`config.mk`:
```
export PLATFORM = sky130hd
export DESIGN_NAME = pulse_train_capture
export DESIGN_NICKNAME = d
export VERILOG_FILES = /design/src/rtl/ptc_pkg.sv /design/src/rtl/ptc_engine.sv /design/src/rtl/pulse_train_capture.sv
export SDC_FILE = /design/constraint.sdc
export NUM_CORES = 1
export LEC_CHECK = 0
export CAP_MARGIN = 20
export CORE_ASPECT_RATIO = 0.7
export CORE_MARGIN = 3
export CORE_UTILIZATION = 25
export DETAILED_ROUTE_END_ITERATION = 8
export DONT_BUFFER_PORTS = 1
export PLACE_DENSITY_LB_ADDON = 0.05
export RECOVER_POWER = 25
export SLEW_MARGIN = 10
export SYNTH_ARGS = -nofsm -noshare
export SYNTH_HDL_FRONTEND = slang
export SYNTH_SLANG_ARGS = --single-unit
```
`constraint.sdc`:
```
create_clock -name clk -period 10.24 [get_ports clk]
set_clock_uncertainty 0.1 [all_clocks]
set_input_delay 1.024 -clock clk [delete_from_list [all_inputs] [get_ports clk]]
set_output_delay 1.024 -clock clk [all_outputs]
set_load 0.1 [all_outputs]
```
`src/rtl/ptc_pkg.sv`:
```
// Shared types and constants for the pulse train capture block.
`timescale 1ns / 1ps
`default_nettype none
package ptc_pkg;

  localparam int CfgIdxW = 2;

  localparam logic [CfgIdxW-1:0] REG_RESET_TICKS   = 2'd0;
  localparam logic [CfgIdxW-1:0] REG_RESET_LEVEL   = 2'd1;
  localparam logic [CfgIdxW-1:0] REG_PULSE_LIMIT   = 2'd2;
  localparam logic [CfgIdxW-1:0] REG_TIMEOUT_TICKS = 2'd3;

  localparam logic [8:0]  PULSE_LIMIT_RESET   = 9'd256;
  localparam logic [31:0] TIMEOUT_TICKS_RESET = 32'd1000000;

  localparam logic OP_TICK  = 1'b0;
  localparam logic OP_START = 1'b1;

  typedef struct packed {
    logic [31:0] reset_ticks;
    logic        reset_level;
    logic [8:0]  pulse_limit;
    logic [31:0] timeout_ticks;
  } ptc_cfg_t;

  typedef struct packed {
    logic        drive_enable;
    logic        drive_level;
    logic        pulse_valid;
    logic [31:0] pulse_width;
    logic [7:0]  pulse_number;
    logic        done_res;
    logic        no_pulses;
  } ptc_result_t;

endpackage
`default_nettype wire

```
`src/rtl/ptc_engine.sv`:
```
// Capture sequencer: phase, counters and the result of one transaction.
`timescale 1ns / 1ps
`default_nettype none
module ptc_engine import ptc_pkg::*; #(
  parameter int MAX_PULSES = 256
) (
  input  wire logic        clk,
  input  wire logic        rst,
  input  wire logic        step,
  input  wire logic        opcode,
  input  wire logic        level,
  input  wire ptc_cfg_t    cfg,
  output ptc_result_t      res
);

  localparam int CntW = $clog2(MAX_PULSES + 1);

  typedef enum logic [1:0] {
    PH_IDLE,
    PH_RESET,
    PH_ARM,
    PH_CAPTURE
  } phase_t;

  phase_t          phase, phase_next;
  logic [31:0]     reset_count, reset_count_next;
  logic [31:0]     elapsed, elapsed_next;
  logic [31:0]     since_edge, since_edge_next;
  logic            tracked_level, tracked_level_next;
  logic [CntW-1:0] pulse_count, pulse_count_next;

  logic [31:0]     limit;
  logic            level_change;

  // Limit saturates at the counter's capacity.
  assign limit = (32'(cfg.pulse_limit) > 32'(MAX_PULSES)) ? 32'(MAX_PULSES)
                                                          : 32'(cfg.pulse_limit);
  assign level_change = (level != tracked_level);

  always_comb begin
    phase_next         = phase;
    reset_count_next   = reset_count;
    elapsed_next       = elapsed;
    since_edge_next    = since_edge;
    tracked_level_next = tracked_level;
    pulse_count_next   = pulse_count;
    res                = '0;

    if (opcode == OP_START) begin
      elapsed_next     = '0;
      since_edge_next  = '0;
      pulse_count_next = '0;
      reset_count_next = '0;
      if (cfg.reset_ticks != 32'd0) begin
        phase_next       = PH_RESET;
        res.drive_enable = 1'b1;
        res.drive_level  = cfg.reset_level;
      end else begin
        phase_next = PH_ARM;
      end
    end else begin
      unique case (phase)
        PH_RESET: begin
          reset_count_next = reset_count + 32'd1;
          if (reset_count_next >= cfg.reset_ticks) begin
            phase_next = PH_ARM;
          end else begin
            res.drive_enable = 1'b1;
            res.drive_level  = cfg.reset_level;
          end
        end
        PH_ARM: begin
          tracked_level_next = level;
          elapsed_next       = '0;
          since_edge_next    = '0;
          pulse_count_next   = '0;
          if (cfg.timeout_ticks == 32'd0 || limit == 32'd0) begin
            res.done_res  = 1'b1;
            res.no_pulses = 1'b1;
            phase_next    = PH_IDLE;
          end else begin
            phase_next = PH_CAPTURE;
          end
        end
        PH_CAPTURE: begin
          elapsed_next    = elapsed + 32'd1;
          since_edge_next = since_edge + 32'd1;
          if (level_change) begin
            res.pulse_valid    = 1'b1;
            res.pulse_width    = since_edge_next;
            res.pulse_number   = 8'(pulse_count);
            since_edge_next    = '0;
            tracked_level_next = ~tracked_level;
            pulse_count_next   = pulse_count + CntW'(1);
          end
          if (elapsed_next >= cfg.timeout_ticks || 32'(pulse_count_next) >= limit) begin
            res.done_res  = 1'b1;
            res.no_pulses = (pulse_count_next == '0);
            phase_next    = PH_IDLE;
          end
        end
        default: begin
        end
      endcase
    end
  end

  always_ff @(posedge clk) begin
    if (rst) begin
      phase         <= PH_IDLE;
      reset_count   <= '0;
      elapsed       <= '0;
      since_edge    <= '0;
      tracked_level <= 1'b0;
      pulse_count   <= '0;
    end else if (step) begin
      phase         <= phase_next;
      reset_count   <= reset_count_next;
      elapsed       <= elapsed_next;
      since_edge    <= since_edge_next;
      tracked_level <= tracked_level_next;
      pulse_count   <= pulse_count_next;
    end
  end

endmodule
`default_nettype wire

```
`src/rtl/pulse_train_capture.sv`:
```
// Top level of the pulse train capture block.
//
// Input channel (in_valid/in_ready, opcode, pin_level): one transaction per
// microsecond tick carrying the sampled pin level, or a start command.
// Every input transaction yields exactly one output transaction
// (out_valid/out_ready) with the drive controls, an optional numbered pulse
// width and the done/no_pulses flags.
// Configuration channel (cfg_valid/cfg_ready, cfg_index, cfg_data) is always
// ready; write it only while no transaction is in flight.
// A transaction accepted into the input register is processed into the output
// register and offered from there. Throughput: one transaction per cycle while
// the output is taken; the per-tick work is one increment per counter and a
// 32-bit compare per limit between the input and output registers.
// A stalled output holds its register; the input register still accepts one
// more transaction, then in_ready drops until the output is taken.
// Reset: synchronous, clears the pipeline, returns the sequencer to idle and
// loads the register defaults (pulse limit 256, timeout 1000000 ticks).
`timescale 1ns / 1ps
`default_nettype none
module pulse_train_capture import ptc_pkg::*; #(
  parameter int MAX_PULSES = 256
) (
  input  wire logic               clk,
  input  wire logic               rst,
  input  wire logic               in_valid,
  output logic                    in_ready,
  input  wire logic               opcode,
  input  wire logic               pin_level,
  output logic                    out_valid,
  input  wire logic               out_ready,
  output logic                    drive_enable,
  output logic                    drive_level,
  output logic                    pulse_valid,
  output logic [31:0]             pulse_width,
  output logic [7:0]              pulse_number,
  output logic                    done_res,
  output logic                    no_pulses,
  input  wire logic               cfg_valid,
  output logic                    cfg_ready,
  input  wire logic [CfgIdxW-1:0] cfg_index,
  input  wire logic [31:0]        cfg_data
);

  ptc_cfg_t    cfg;
  ptc_result_t res;
  ptc_result_t out_reg;

  logic s1_valid;
  logic s1_opcode;
  logic s1_level;
  logic advance;

  assign cfg_ready = 1'b1;
  assign advance   = !out_valid || out_ready;
  assign in_ready  = !s1_valid || advance;

  always_ff @(posedge clk) begin
    if (rst) begin
      cfg.reset_ticks   <= '0;
      cfg.reset_level   <= 1'b0;
      cfg.pulse_limit   <= PULSE_LIMIT_RESET;
      cfg.timeout_ticks <= TIMEOUT_TICKS_RESET;
    end else if (cfg_valid) begin
      unique case (cfg_index)
        REG_RESET_TICKS:   cfg.reset_ticks   <= cfg_data;
        REG_RESET_LEVEL:   cfg.reset_level   <= cfg_data[0];
        REG_PULSE_LIMIT:   cfg.pulse_limit   <= cfg_data[8:0];
        REG_TIMEOUT_TICKS: cfg.timeout_ticks <= cfg_data;
        default: begin
        end
      endcase
    end
  end

  // Input register.
  always_ff @(posedge clk) begin
    if (rst) begin
      s1_valid <= 1'b0;
    end else if (in_ready) begin
      s1_valid <= in_valid;
    end
    if (in_valid && in_ready) begin
      s1_opcode <= opcode;
      s1_level  <= pin_level;
    end
  end

  ptc_engine #(
    .MAX_PULSES(MAX_PULSES)
  ) u_engine (
    .clk    (clk),
    .rst    (rst),
    .step   (s1_valid && advance),
    .opcode (s1_opcode),
    .level  (s1_level),
    .cfg    (cfg),
    .res    (res)
  );

  // Output register; hold while the receiver stalls.
  always_ff @(posedge clk) begin
    if (rst) begin
      out_valid <= 1'b0;
    end else if (advance) begin
      out_valid <= s1_valid;
    end
    if (advance && s1_valid) begin
      out_reg <= res;
    end
  end

  assign drive_enable = out_reg.drive_enable;
  assign drive_level  = out_reg.drive_level;
  assign pulse_valid  = out_reg.pulse_valid;
  assign pulse_width  = out_reg.pulse_width;
  assign pulse_number = out_reg.pulse_number;
  assign done_res     = out_reg.done_res;
  assign no_pulses    = out_reg.no_pulses;

endmodule
`default_nettype wire

```
**Yosys cells after proc, flatten, opt, wreduce, memory -nomap -nowiden**

Index checks and enable logic that the tools add are counted.

- Magnitude comparators: 4
- Mux-type cells: 29
- Eq/ne operators: 10
- Add/subtract/negate cells: 4
- Reductions and logical operators: 27
- Bitwise logic cells: 4

Operator list:

| kind | count |
|---|---|
| 32-bit two-way mux | 5 |
| 32-bit case mux with 2 select lines | 2 |
| 32-bit by 1-bit adder with 32-bit output (second input constant) | 3 |
| 32-bit >= comparator | 2 |
| 32-bit logical NOT | 2 |
| 9-bit two-way mux | 5 |
| 41-bit two-way mux | 1 |
| 9-bit by 32-bit >= comparator with 1-bit output | 1 |
| 32-bit nonzero test | 1 |
| 2-bit two-way mux | 11 |
| 9-bit case mux with 2 select lines | 1 |
| 2-bit AND reduction | 6 |
| 9-bit by 1-bit adder with 9-bit output (second input constant) | 1 |
| 9-bit greater-than comparator (second input constant) | 1 |
| 9-bit logical NOT | 1 |
| 2-bit equality test (second input constant) | 4 |
| 4-bit AND reduction | 2 |
| 3-bit by 2-bit != test with 1-bit output (second input constant) | 2 |
| 2-bit case mux with 3 select lines | 1 |
| 2-bit by 1-bit equality test with 1-bit output (second input constant) | 2 |
| 1-bit logical OR | 4 |
| 1-bit NOT | 4 |
| 2-bit case mux with 2 select lines | 1 |
| 2-bit nonzero test | 2 |
| 11 further kinds | 13 |

- Output and inout bits: 48
- Register bits after elaboration: 231
- Logic and storage cells: 99
- Input port bits: 41

**Logic depth before layout (Yosys ltp)**

Gate-level depths: netlist of the first run.

- Depth in word-level cells: 9
- Gate-level depth with buffers: 15
- Depth with buffers taken out: 15

**Modules after synthesis**

A second synthesis of the first run with hierarchy kept.

- Cell total of the unflattened synthesis: 1,526
- Area total of the unflattened synthesis: 13,116.3 um^2

By module, submodules not included:

| module | sequential area each (um^2) | instances | cells each | area each (um^2) |
|---|---|---|---|---|
| ptc_engine | 2,162.1 | 1 | 1,179 | 8,559.5 |
| pulse_train_capture | 2,932.8 | 1 | 347 | 4,556.9 |

**Least setup slack after synthesis of the first run**

No wires, ideal clock.

- Kind: flip-flop to flip-flop
- Start: register u_engine.elapsed[0]
- End: register u_engine.phase[1]
- Period minus slack after synthesis: 3.721 ns
- Path slack: 6.519 ns
- Path buffers: 1
- Stages on the path, launching flop included: 16
- Arrival time: 3.547 ns
- Setup time: 0.074 ns
- Data required time: 10.066 ns
- Cells stage by stage: dfxtp_1 -> ha_1 -> nand4_1 -> nor4_1 -> and2_1 -> buf_2 -> and4_1 -> xor2_1 -> ha_1 -> nand4_1 -> nor4_1 -> nand2_1 -> o22ai_1 -> o41ai_1 -> or4_1 -> o21ai_0

- Longest elaborated chain between the ends: 5

Ends and longest elaborated chain:

| what | line | RTL |
|---|---|---|
| start: declaration | ptc_engine.sv:27 | `logic [31:0] elapsed, elapsed_next;` |
| start signal: assignment | ptc_engine.sv:119 | `elapsed <= elapsed_next;` |
| 32-bit by 1-bit adder with 32-bit output | ptc_engine.sv:86 | `elapsed_next = elapsed + 32'd1;` |
| 32-bit >= comparator | ptc_engine.sv:96 | `if (elapsed_next >= cfg.timeout_ticks \|\| 32'(pulse_count_next) >= limit) begin` |
| 1-bit logical OR | ptc_engine.sv:96 |  |
| 3-bit by 2-bit != test with 1-bit output (no line) | - |  |
| 4-bit AND reduction (no line) | - |  |
| end signal: assignment | ptc_engine.sv:117 | `phase <= phase_next;` |
| end: declaration | ptc_engine.sv:25 | `phase_t phase, phase_next;` |

No other way between the ends.
A chain may end at the register's enable or synchronous reset.

**Final worst setup path of the first run**

Ends and elaborated chain as after synthesis.

==> results of run 1 <==
worst max-delay path: stages (launching register included):
cell and delay [ns]:
dfxtp_1 0.46, ha_1 0.31, nand4_1 0.19, nor4_1 0.58, and2_1 0.40, and4_1 0.30
xor2_1 0.09, ha_1 0.32, nand4_1 0.18, nor4_1 0.77, nand4_1 0.18, o22ai_1 0.43
o41ai_1 0.19, or4_1 0.52, o21ai_0 0.08
per-stage QoR:
stage | total power, W | std cells | hold slack [ns] | setup WS, ns
after floorplan | 0.00111 | 1554 | 0.345 | 6.52
after global placement | 0.00115 | 2151 | 0.359 | 5.08
after detailed placement | 0.00115 | 2152 | 0.359 | 5.09
after CTS | 0.00230 | 2204 | 0.368 | 5.03
after global routing | 0.00235 | 2204 | 0.386 | 4.65
final | 0.00226 | 2204 | 0.367 | 5.06
power by group through the flow:
stage,registers [W],clock network [W],logic (W)
3_3_place_gp,0.00105,0,0.0000974
4_1_cts,0.00103,0.00118,0.0000984
2_1_floorplan,0.00104,0,0.0000751
5_1_grt,0.00103,0.00121,0.000110
6_report,0.00103,0.00113,0.0000972
3_5_place_dp,0.00105,0,0.0000980
flip-flops by register name (all words and copies together), names as in the netlist, 2 cells and up:
name	count
u_engine.phase	2
pulse_width	32
u_engine.elapsed	32
u_engine.since_edge	32
cfg	74
pulse_number	8
u_engine.reset_count	32
u_engine.pulse_count	9
kinds of logic (layout without fill, tap and decap cells):
kind of cell	Yosys count	count (layout)	synth area share [%]
compound gates	312	312	14.6
xor+xnor	100	100	7.07
fa+ha+maj	77	77	7.58
buf+inv	155	140	4.77
flops	231	231	40.1
mux	2	2	0.158
other cells	1	1	0.0295
simple gates	676	676	25.7
worst min-delay path by stage:
stage,endpoint,slack [ns],start
2_1_floorplan,cfg[32],0.35,cfg[32]
3_3_place_gp,cfg[64],0.36,cfg[64]
3_5_place_dp,cfg[71],0.36,cfg[71]
4_1_cts,cfg[71],0.37,cfg[71]
5_1_grt,cfg[65],0.39,cfg[65]
6_report,cfg[71],0.37,cfg[71]
cells in the mapped netlist (3+ instances only):
| cell type | number |
|---|---|
| edfxtp_1 | 47 |
| nand2b_1 | 8 |
| a22o_1 | 7 |
| nand2_1 | 243 |
| and3_1 | 28 |
| nor4_1 | 26 |
| nor2_1 | 179 |
| inv_1 | 70 |
| a21oi_1 | 154 |
| nor2_2 | 5 |
| and2_1 | 10 |
| nor3b_1 | 4 |
| o21ai_0 | 58 |
| or2_2 | 3 |
| nand4_1 | 35 |
| xnor2_1 | 56 |
| a211o_1 | 8 |
| or3_1 | 15 |
| ha_1 | 77 |
| nor3_1 | 43 |
| a31oi_1 | 6 |
| a311oi_1 | 10 |
| a21o_1 | 20 |
| a211oi_1 | 4 |
| and4_1 | 10 |
| nor2b_1 | 7 |
| buf_1 | 3 |
| clkbuf_1 | 66 |
| nand3_1 | 34 |
| buf_2 | 9 |
| dfxtp_1 | 184 |
| nand4_4 | 3 |
| xor2_1 | 41 |
| a22oi_1 | 28 |
metal layers:
layer  part of all wire, %  vias to the layer above  wire length [um]  track usage [%]
li1                      -                     5349                 -                -
met3                   3.7                       37              1520             2.33
met4                   1.6                        0               659             2.54
met2                    38                      160             15900             20.6
met1                    56                     5086             23400             25.0
met5                     0                        -                 0                0
final cells by class:
class                   instances  share of cell area (%)
repair buffers                 15                   0.784
multi-input cells            1168                    48.9
clock buffers                  35                    5.28
inverters                      73                    1.91
flip-flops and latches        231                    35.5
well taps                     665                    5.79
clock inverters                17                    1.86
==> impl_metrics.yaml, run 1 <==
timing:
  rsz0062_at_grt: "false"
  hold_viol: 0
  period_needed_ns: 5.18
  fin_crit_sh_pct: 50.6
  fmax_ghz: 0.193
  tightestPinTransition_ns: 1.90
  slew_violations: 40
  relSlewSlack_pct: -26.6
  finalSetupViolCount: 0
  setup_tns_ns: 0
finish:
  seq_area_sq_um: 5090
  final_common_cell: "nand2_1"
  area_growth_pct: 13.0
  layout.cells.most_common_list: "243 x nand2_1, 184 x dfxtp_1, 177 x nor2_1, 154 x a21oi_1, 77 x ha_1"
  drive_gt1_share_pct: 6.17
  finish.utilization_pct: 28.9
  multi_input_area_sq_um: 7020
  num_antenna_cells: 0
  fill_cells: 5369
  postLayoutCellArea_sq_um: 14400
  fin_nets: 1635
power:
  p_seq_share_pct: 45.5
  combPwrFrac_pct: 4.3
  leakage_nw: 5.23
  power_switching_w: 0.000579
  p_per_area_nw_per_um2: 157
  p_sw_share_pct: 25.6
  peakVddDrop_mv: 0.100
  intPower_w: 0.00168
  power_frac_clock_pct: 50.2
synth:
  syn_area_per_cell_sq_um: 8.18
  synth_cell_types: 73
  synth_nets: 1672
  syn-cell-area_sq_um: 12700
  ys_ff_latch: 231
  synth_top_area_share_pct: 29.0
  synth_edf_count: 47
  yosys_warnings: 0
  synth_top_cell_by_area: "dfxtp_1"
  async_reset_ff_share_pct: 0
  netlist_instances: 1554
  synth_area_leaders: "dfxtp_1 29%, edfxtp_1 11%, ha_1 7.6%, nand2_1 7.2%, a21oi_1 6.1%"
  ys_seq_area_share_pct: 40.1
  synthFlopType: "dfxtp_1"
critical_path:
  cp-endpoint: "u_engine.phase[1]"
  critical_path_required_ns: 10.63
  critical_path.max_fanout: 7
  reg2reg_to: "u_engine.phase[1]"
  arrival_ns: 5.57
  criticalPathCategory: "flop to flop"
  crit_path_start_kind: "flop"
  ff2ff_setup_slack_ns: 5.06
  ff2ff_path_depth: 14
  cp-end-kind: "flop"
  r2r-start: "u_engine.elapsed[0]"
  worstSetupStartpoint: "u_engine.elapsed[0]"
clock_network:
  clk_path_buf_depth: 3
  cts_tree: "yes"
  cts_setup_buffers: 0
  cts_buffers: 28
  clk_pin_slew_worst_paths_ns: 0.07
  cts_root_buffer: "clkbuf_16"
  cts_sinks: 231
  ctsResizeCount: 0
  postCtsHoldBufs: 0
  htreeDepth: 1
  clkLatencyLatePin_ns: 0.56
min_path:
  hold_depth: 2
  worstHoldPathType: "flop to flop"
grt:
  grt_max_degree: 178
  grt_pass1_wl_mm: 63.4
  grt_pass1_vias: 10200
  antenna_found_initial: 2
  grt_usage_pct: 15.2
  overflow: 0
routing:
  drt_pass1_iterations: 5
  drc: 0
  num_vias: 10600
  drt_iter0_markers: 689
  routed_wl_mm: 41.5
  avgViaCountPerCell: 4.82
  wire_per_inst_um: 18.8
  postRouteAntennaNets: 0
placement:
  gp_congestion: 0.789
  port_buffers: 0
  placed_area_sq_um: 13300
  dp_hpwl_mm: 28.9
run_status:
  status: "complete, but fails checks"
  violations: "max-capacitance violations, max-slew violations"
die:
  ios: 89
  core_area_sq_um: 49800
  start_util_pct: 25.5
  die_w_um: 275
  die-area_sq_um: 53600
  rows: 68
  die_h_um: 195
job:
  maxCapViolations: 2
(Power assumes the default switching activity.)
==> inputs of run 2 (changes only) <==
==> constraint.sdc (replaced) <==
create_clock -name clk -period 5.07 [get_ports clk]
set_clock_uncertainty 0.1 [all_clocks]
set_input_delay 0.507 -clock clk [delete_from_list [all_inputs] [get_ports clk]]
set_output_delay 0.507 -clock clk [all_outputs]
set_load 0.1 [all_outputs]
==> run 2 against run 1 <==
Effect of this change: the run still ends with max-capacitance violations, max-slew violations left; sequential power is 100% higher; setup slack worse by 4.5 ns; fmax is 14% higher; cell area is 1.8% higher; critical path depth stayed put; combinational power grew to 2.8 times the previous value; critical path type unchanged; largest cell class unchanged; largest power group is now sequential cells.
==> impl_metrics.yaml, run 2 (synthesis results as in run 1) <==
power:
  power_switching_w: 0.00120
  power_w: 0.00429
  power_frac_clock_pct: 45.4
  leakage_nw: 5.33
  p_per_area_nw_per_um2: 293
  intPower_w: 0.00309
  combPwrFrac_pct: 6.3
  peakVddDrop_mv: 0.275
  p_seq_share_pct: 48.3
  p_sw_share_pct: 27.9
finish:
  fill_cells: 5387
  drive_gt1_share_pct: 5.88
  multi_input_area_sq_um: 7030
  fin_nets: 1677
  top_register: "cfg"
  area_growth_pct: 15.1
  layout.cells.most_common_list: "243 x nand2_1, 184 x dfxtp_1, 177 x nor2_1, 154 x a21oi_1, 77 x ha_1"
  stdcell_count: 2247
  final_common_cell: "nand2_1"
  largest_reg_flops: 74
  seq_area_sq_um: 5090
grt:
  grt_usage_pct: 15.5
  grt_pass1_vias: 10300
  overflow: 0
  antenna_found_initial: 2
  grt_pass1_wl_mm: 64.7
  grt_max_degree: 172
placement:
  gp_congestion: 0.773
  dp_hpwl_mm: 28.8
  pre_cts_slack_ns: 0.290
  port_buffers: 0
  placed_cells: 2156
critical_path:
  cp-end-kind: "flop"
  critical_path.max_fanout: 7
  criticalPathCategory: "flop to flop"
  slowest_stage: "or4_1"
  max_stage_delay_ns: 0.51
  cp_cell_sequence: "ha_1 > nand4_1 > nor4_1 > and2_1 > and4_1 > xor2_1 > ha_1 > nand4_1 > nor4_2 > nand4_1 > o22ai_1 > o41ai_1 > or4_1 > o21ai_0"
  critPathBufInv: 0
  crit_top_cell: "nand4_1"
  arrival_ns: 4.95
  crit_path_start_kind: "flop"
  critPathTopFamily: "simple AND/OR/NAND/NOR gates"
  critical_path_required_ns: 5.47
job:
  maxCapViolations: 1
die:
  core_area_sq_um: 49800
  die_w_um: 275
  ios: 89
  rows: 68
  die-area_sq_um: 53600
  die_h_um: 195
  start_util_pct: 25.5
routing:
  wire_per_inst_um: 18.5
  drt_pass1_iterations: 6
  avgViaCountPerCell: 4.84
  num_vias: 10900
  drc: 0
  routed_wl_mm: 41.7
  drt_iter0_markers: 617
  postRouteAntennaNets: 0
timing:
  finalSetupViolCount: 0
  rsz0062_at_grt: "false"
  fin_crit_sh_pct: 89.9
  slew_violations: 40
  hold_ws_ns: 0.0358
  tightestPinTransition_ns: 1.88
  hold_viol: 0
  period_needed_ns: 4.56
  setup_ws_ns: 0.514
  relSlewSlack_pct: -25.1
  setup_tns_ns: 0
  fmax_ghz: 0.219
clock_network:
  clk_pin_slew_worst_paths_ns: 0.07
  clk_path_buf_depth: 3
  clkLatencyLatePin_ns: 0.57
  cts_buffers: 28
  cts_tree: "yes"
  cts_sinks: 231
  cts_root_buffer: "clkbuf_16"
  htreeDepth: 1
run_status:
  status: "complete, but fails checks"
  violations: "max-capacitance violations, max-slew violations"
min_path:
  worstHoldPathType: "input port to flop"
[run 2: cell types whose count changed in the layout (fill, tap and decap cells not counted)]
cell | previous run | this run
buf_16 | 0 | 1
buf_4 | 12 | 15
dlygate4sd3_1 | 0 | 37
clkbuf_1 | 7 | 10
bufinv_16 | 7 | 1
clkbuf_8 | 1 | 0
clkinv_1 | 4 | 9
nor4_1 | 26 | 25
nor4_2 | 0 | 1
diode_2 | 0 | 1
[run 2: through the flow]
stage                     util [%]  area, sq um
after global placement        26.8        13400
final                         29.4        14600
after CTS                     29.4        14600
after floorplan                  -        12700
after detailed placement      26.9        13400
after global routing          29.4        14600
[run 2: layer usage]
| metal | up-vias | wire length (um) | GRT usage, % |
|---|---|---|---|
| li1 | 5440 | - | - |
| met1 | 5227 | 23300 | 25.4 |
| met2 | 165 | 16000 | 20.8 |
| met3 | 43 | 1670 | 2.63 |
| met4 | 2 | 693 | 2.76 |
| met5 | - | 11 | 0 |
[run 2: power groups by stage]
stage	clock network (W)	registers (W)	logic, W
after CTS	0.00204	0.00207	0.000271
final	0.00195	0.00207	0.000268
after global routing	0.00210	0.00208	0.000298
after global placement	0	0.00211	0.000200
after detailed placement	0	0.00211	0.000202
after floorplan	0	0.00210	0.000152
[run 2: final cells by class]
class | instances | area share (%)
clock buffers | 36 | 5.14
well taps | 665 | 5.69
inverters | 73 | 1.87
diodes | 1 | 0.0171
clock inverters | 16 | 0.719
multi-input cells | 1168 | 48.1
repair buffers | 57 | 3.67
flip-flops and latches | 231 | 34.8
[run 2: worst reg2reg max path, stage by stage (launching register included)]
cell and delay, ns:
dfxtp_1 0.48, ha_1 0.30, nand4_1 0.17, nor4_1 0.49
and2_1 0.38, and4_1 0.30, xor2_1 0.08, ha_1 0.31
nand4_1 0.17, nor4_2 0.51, nand4_1 0.14, o22ai_1 0.31
o41ai_1 0.17, or4_1 0.51, o21ai_0 0.08
[run 2: repair_timing]
item,in CTS,in global routing
hold buffers,38,0
setup endpoints to repair,0,2
endpoints found under the hold margin,173,0
setup buffers,0,0
gates resized for setup,0,1
[run 2: worst paths after layout]
check                                          from                 to  slack [ns]  cells after the start
worst max-delay path            u_engine.elapsed[0]  u_engine.phase[1]        0.51                     14
worst min-delay path                   cfg_data[18]            cfg[60]        0.04                      2
worst max register to register  u_engine.elapsed[0]  u_engine.phase[1]        0.51                     14
worst min register to register              cfg[32]            cfg[32]        0.38                      2
==> inputs of run 3 (changes only) <==
--- a/config.mk
+++ b/config.mk
@@ -9,10 +9,11 @@
 export CORE_ASPECT_RATIO = 0.7
 export CORE_MARGIN = 3
 export CORE_UTILIZATION = 25
+export CTS_CLUSTER_SIZE = 20
 export DETAILED_ROUTE_END_ITERATION = 8
 export DONT_BUFFER_PORTS = 1
 export PLACE_DENSITY_LB_ADDON = 0.05
-export RECOVER_POWER = 25
+export RECOVER_POWER = 50
 export SLEW_MARGIN = 10
 export SYNTH_ARGS = -nofsm -noshare
 export SYNTH_HDL_FRONTEND = slang
==> run 3 against run 2 <==
Effect of this change: clock-buffer cell count is the same; sequential power is essentially flat; fmax shrank 0.62%; sequential share of layout area is essentially flat; the run still ends with max-capacitance violations, max-slew violations left; largest power group unchanged; highest routed layer unchanged.
==> impl_metrics.yaml, run 3 (synthesis results as in run 1) <==
run_status:
  status: "complete, but fails checks"
  violations: "max-capacitance violations, max-slew violations"
critical_path:
  critical_path_required_ns: 5.47
  arrival_ns: 4.98
  critical_path.max_fanout: 7
  criticalPathCategory: "flop to flop"
  cp-end-kind: "flop"
  crit_path_start_kind: "flop"
die:
  rows: 68
  die_w_um: 275
  die_h_um: 195
  start_util_pct: 25.5
  ios: 89
  core_area_sq_um: 49800
  die-area_sq_um: 53600
routing:
  drt_pass1_iterations: 5
  avgViaCountPerCell: 4.84
  wire_per_inst_um: 18.5
  drt_iter0_markers: 627
  routed_wl_mm: 41.5
  postRouteAntennaNets: 0
  drc: 0
  num_vias: 10900
clock_network:
  clk_pin_slew_worst_paths_ns: 0.07
  cts_tree: "yes"
  cts_buffers: 28
  cts_root_buffer: "clkbuf_16"
  clkLatencyLatePin_ns: 0.57
  cts_setup_buffers: 0
  clk_path_buf_depth: 3
  htreeDepth: 1
  cts_sinks: 231
timing:
  setup_tns_ns: 0
  fmax_ghz: 0.218
  tightestPinTransition_ns: 2.27
  period_needed_ns: 4.58
  hold_ws_ns: 0.0375
  fin_crit_sh_pct: 90.4
  setup_ws_ns: 0.485
  relSlewSlack_pct: -51.6
  slew_violations: 81
  finalSetupViolCount: 0
  hold_viol: 0
  rsz0062_at_grt: "false"
finish:
  top_register: "cfg"
  layout.cells.most_common_list: "243 x nand2_1, 184 x dfxtp_1, 177 x nor2_1, 154 x a21oi_1, 77 x ha_1"
  fin_nets: 1677
  area_growth_pct: 15.0
  drive_gt1_share_pct: 5.63
  largest_reg_flops: 74
  final_common_cell: "nand2_1"
placement:
  gp_congestion: 0.773
  pre_cts_slack_ns: 0.290
  dp_hpwl_mm: 28.8
  port_buffers: 0
min_path:
  worstHoldPathType: "input port to flop"
power:
  p_per_area_nw_per_um2: 293
  leakage_nw: 5.33
  peakVddDrop_mv: 0.275
  power_w: 0.00429
grt:
  antenna_found_initial: 2
  grt_pass1_vias: 10300
  grt_max_degree: 172
  grt_pass1_wl_mm: 64.7
  overflow: 0
  grt_usage_pct: 15.5
job:
  maxCapViolations: 2
-- run 3: cell types whose count changed in the layout (fill, tap and decap cells not counted) --
cell / before / now
buf_4: 15 / 12
clkbuf_1: 10 / 13
and2_0: 2 / 3
and2_1: 10 / 9
inv_1: 70 / 71
inv_2: 1 / 0
-- run 3: area by class of cell --
type | instances | area, sq um
Multi-Input combinational cell | 1168 | 7030
Fill cell | 5389 | 35200
Sequential cell | 231 | 5090
Inverter | 73 | 274
Clock buffer | 36 | 752
Antenna cell | 1 | 2.50
Timing Repair Buffer | 57 | 526
Clock inverter | 16 | 105
Tap cell | 665 | 832
-- run 3: stage by stage --
step,cells,utilization [%],cell area [sq um]
final,2247,29.4,14600
after global routing,2246,29.4,14600
after CTS,2246,29.4,14600
after detailed placement,2156,26.9,13400
after global placement,2155,26.8,13400
after floorplan,1554,-,12700
-- run 3: worst paths after layout --
path,from,to,slack [ns],cells past startpoint
max,u_engine.elapsed[0],u_engine.phase[1],0.49,14
min,cfg_data[18],cfg[60],0.04,2
max reg2reg,u_engine.elapsed[0],u_engine.phase[1],0.49,14
min reg2reg,cfg[32],cfg[32],0.38,2
-- run 3: power by group --
part	internal (W)	total, W	leakage (nW)	switching [W]
registers	0.00192	0.00207	1.91	0.000156
clock network	0.00109	0.00195	0.415	0.000857
logic	0.0000840	0.000268	3.00	0.000184
total	0.00309	0.00429	5.33	0.00120
-- run 3: worst max-delay path, cell delays in order (launching register included) --
cell and delay (ns):
dfxtp_1 0.48, ha_1 0.30, nand4_1 0.18, nor4_1 0.50, and2_1 0.39, and4_1 0.30
xor2_1 0.08, ha_1 0.31, nand4_1 0.17, nor4_2 0.50, nand4_1 0.14, o22ai_1 0.31
o41ai_1 0.17, or4_1 0.51, o21ai_0 0.08
-- run 3: routing by layer --
metal	share of wire (%)	global-route usage, %
met5	0.026	0
met4	1.6	2.76
met3	4.9	2.63
met2	38	20.8
met1	55	25.4
-- run 3: repair_timing --
action / 4_1_cts / 5_1_grt
hold buffers: 38 / 0
endpoints found under the hold margin: 173 / 0
endpoints found under the setup margin: 0 / 2
resized for setup: 0 / 1
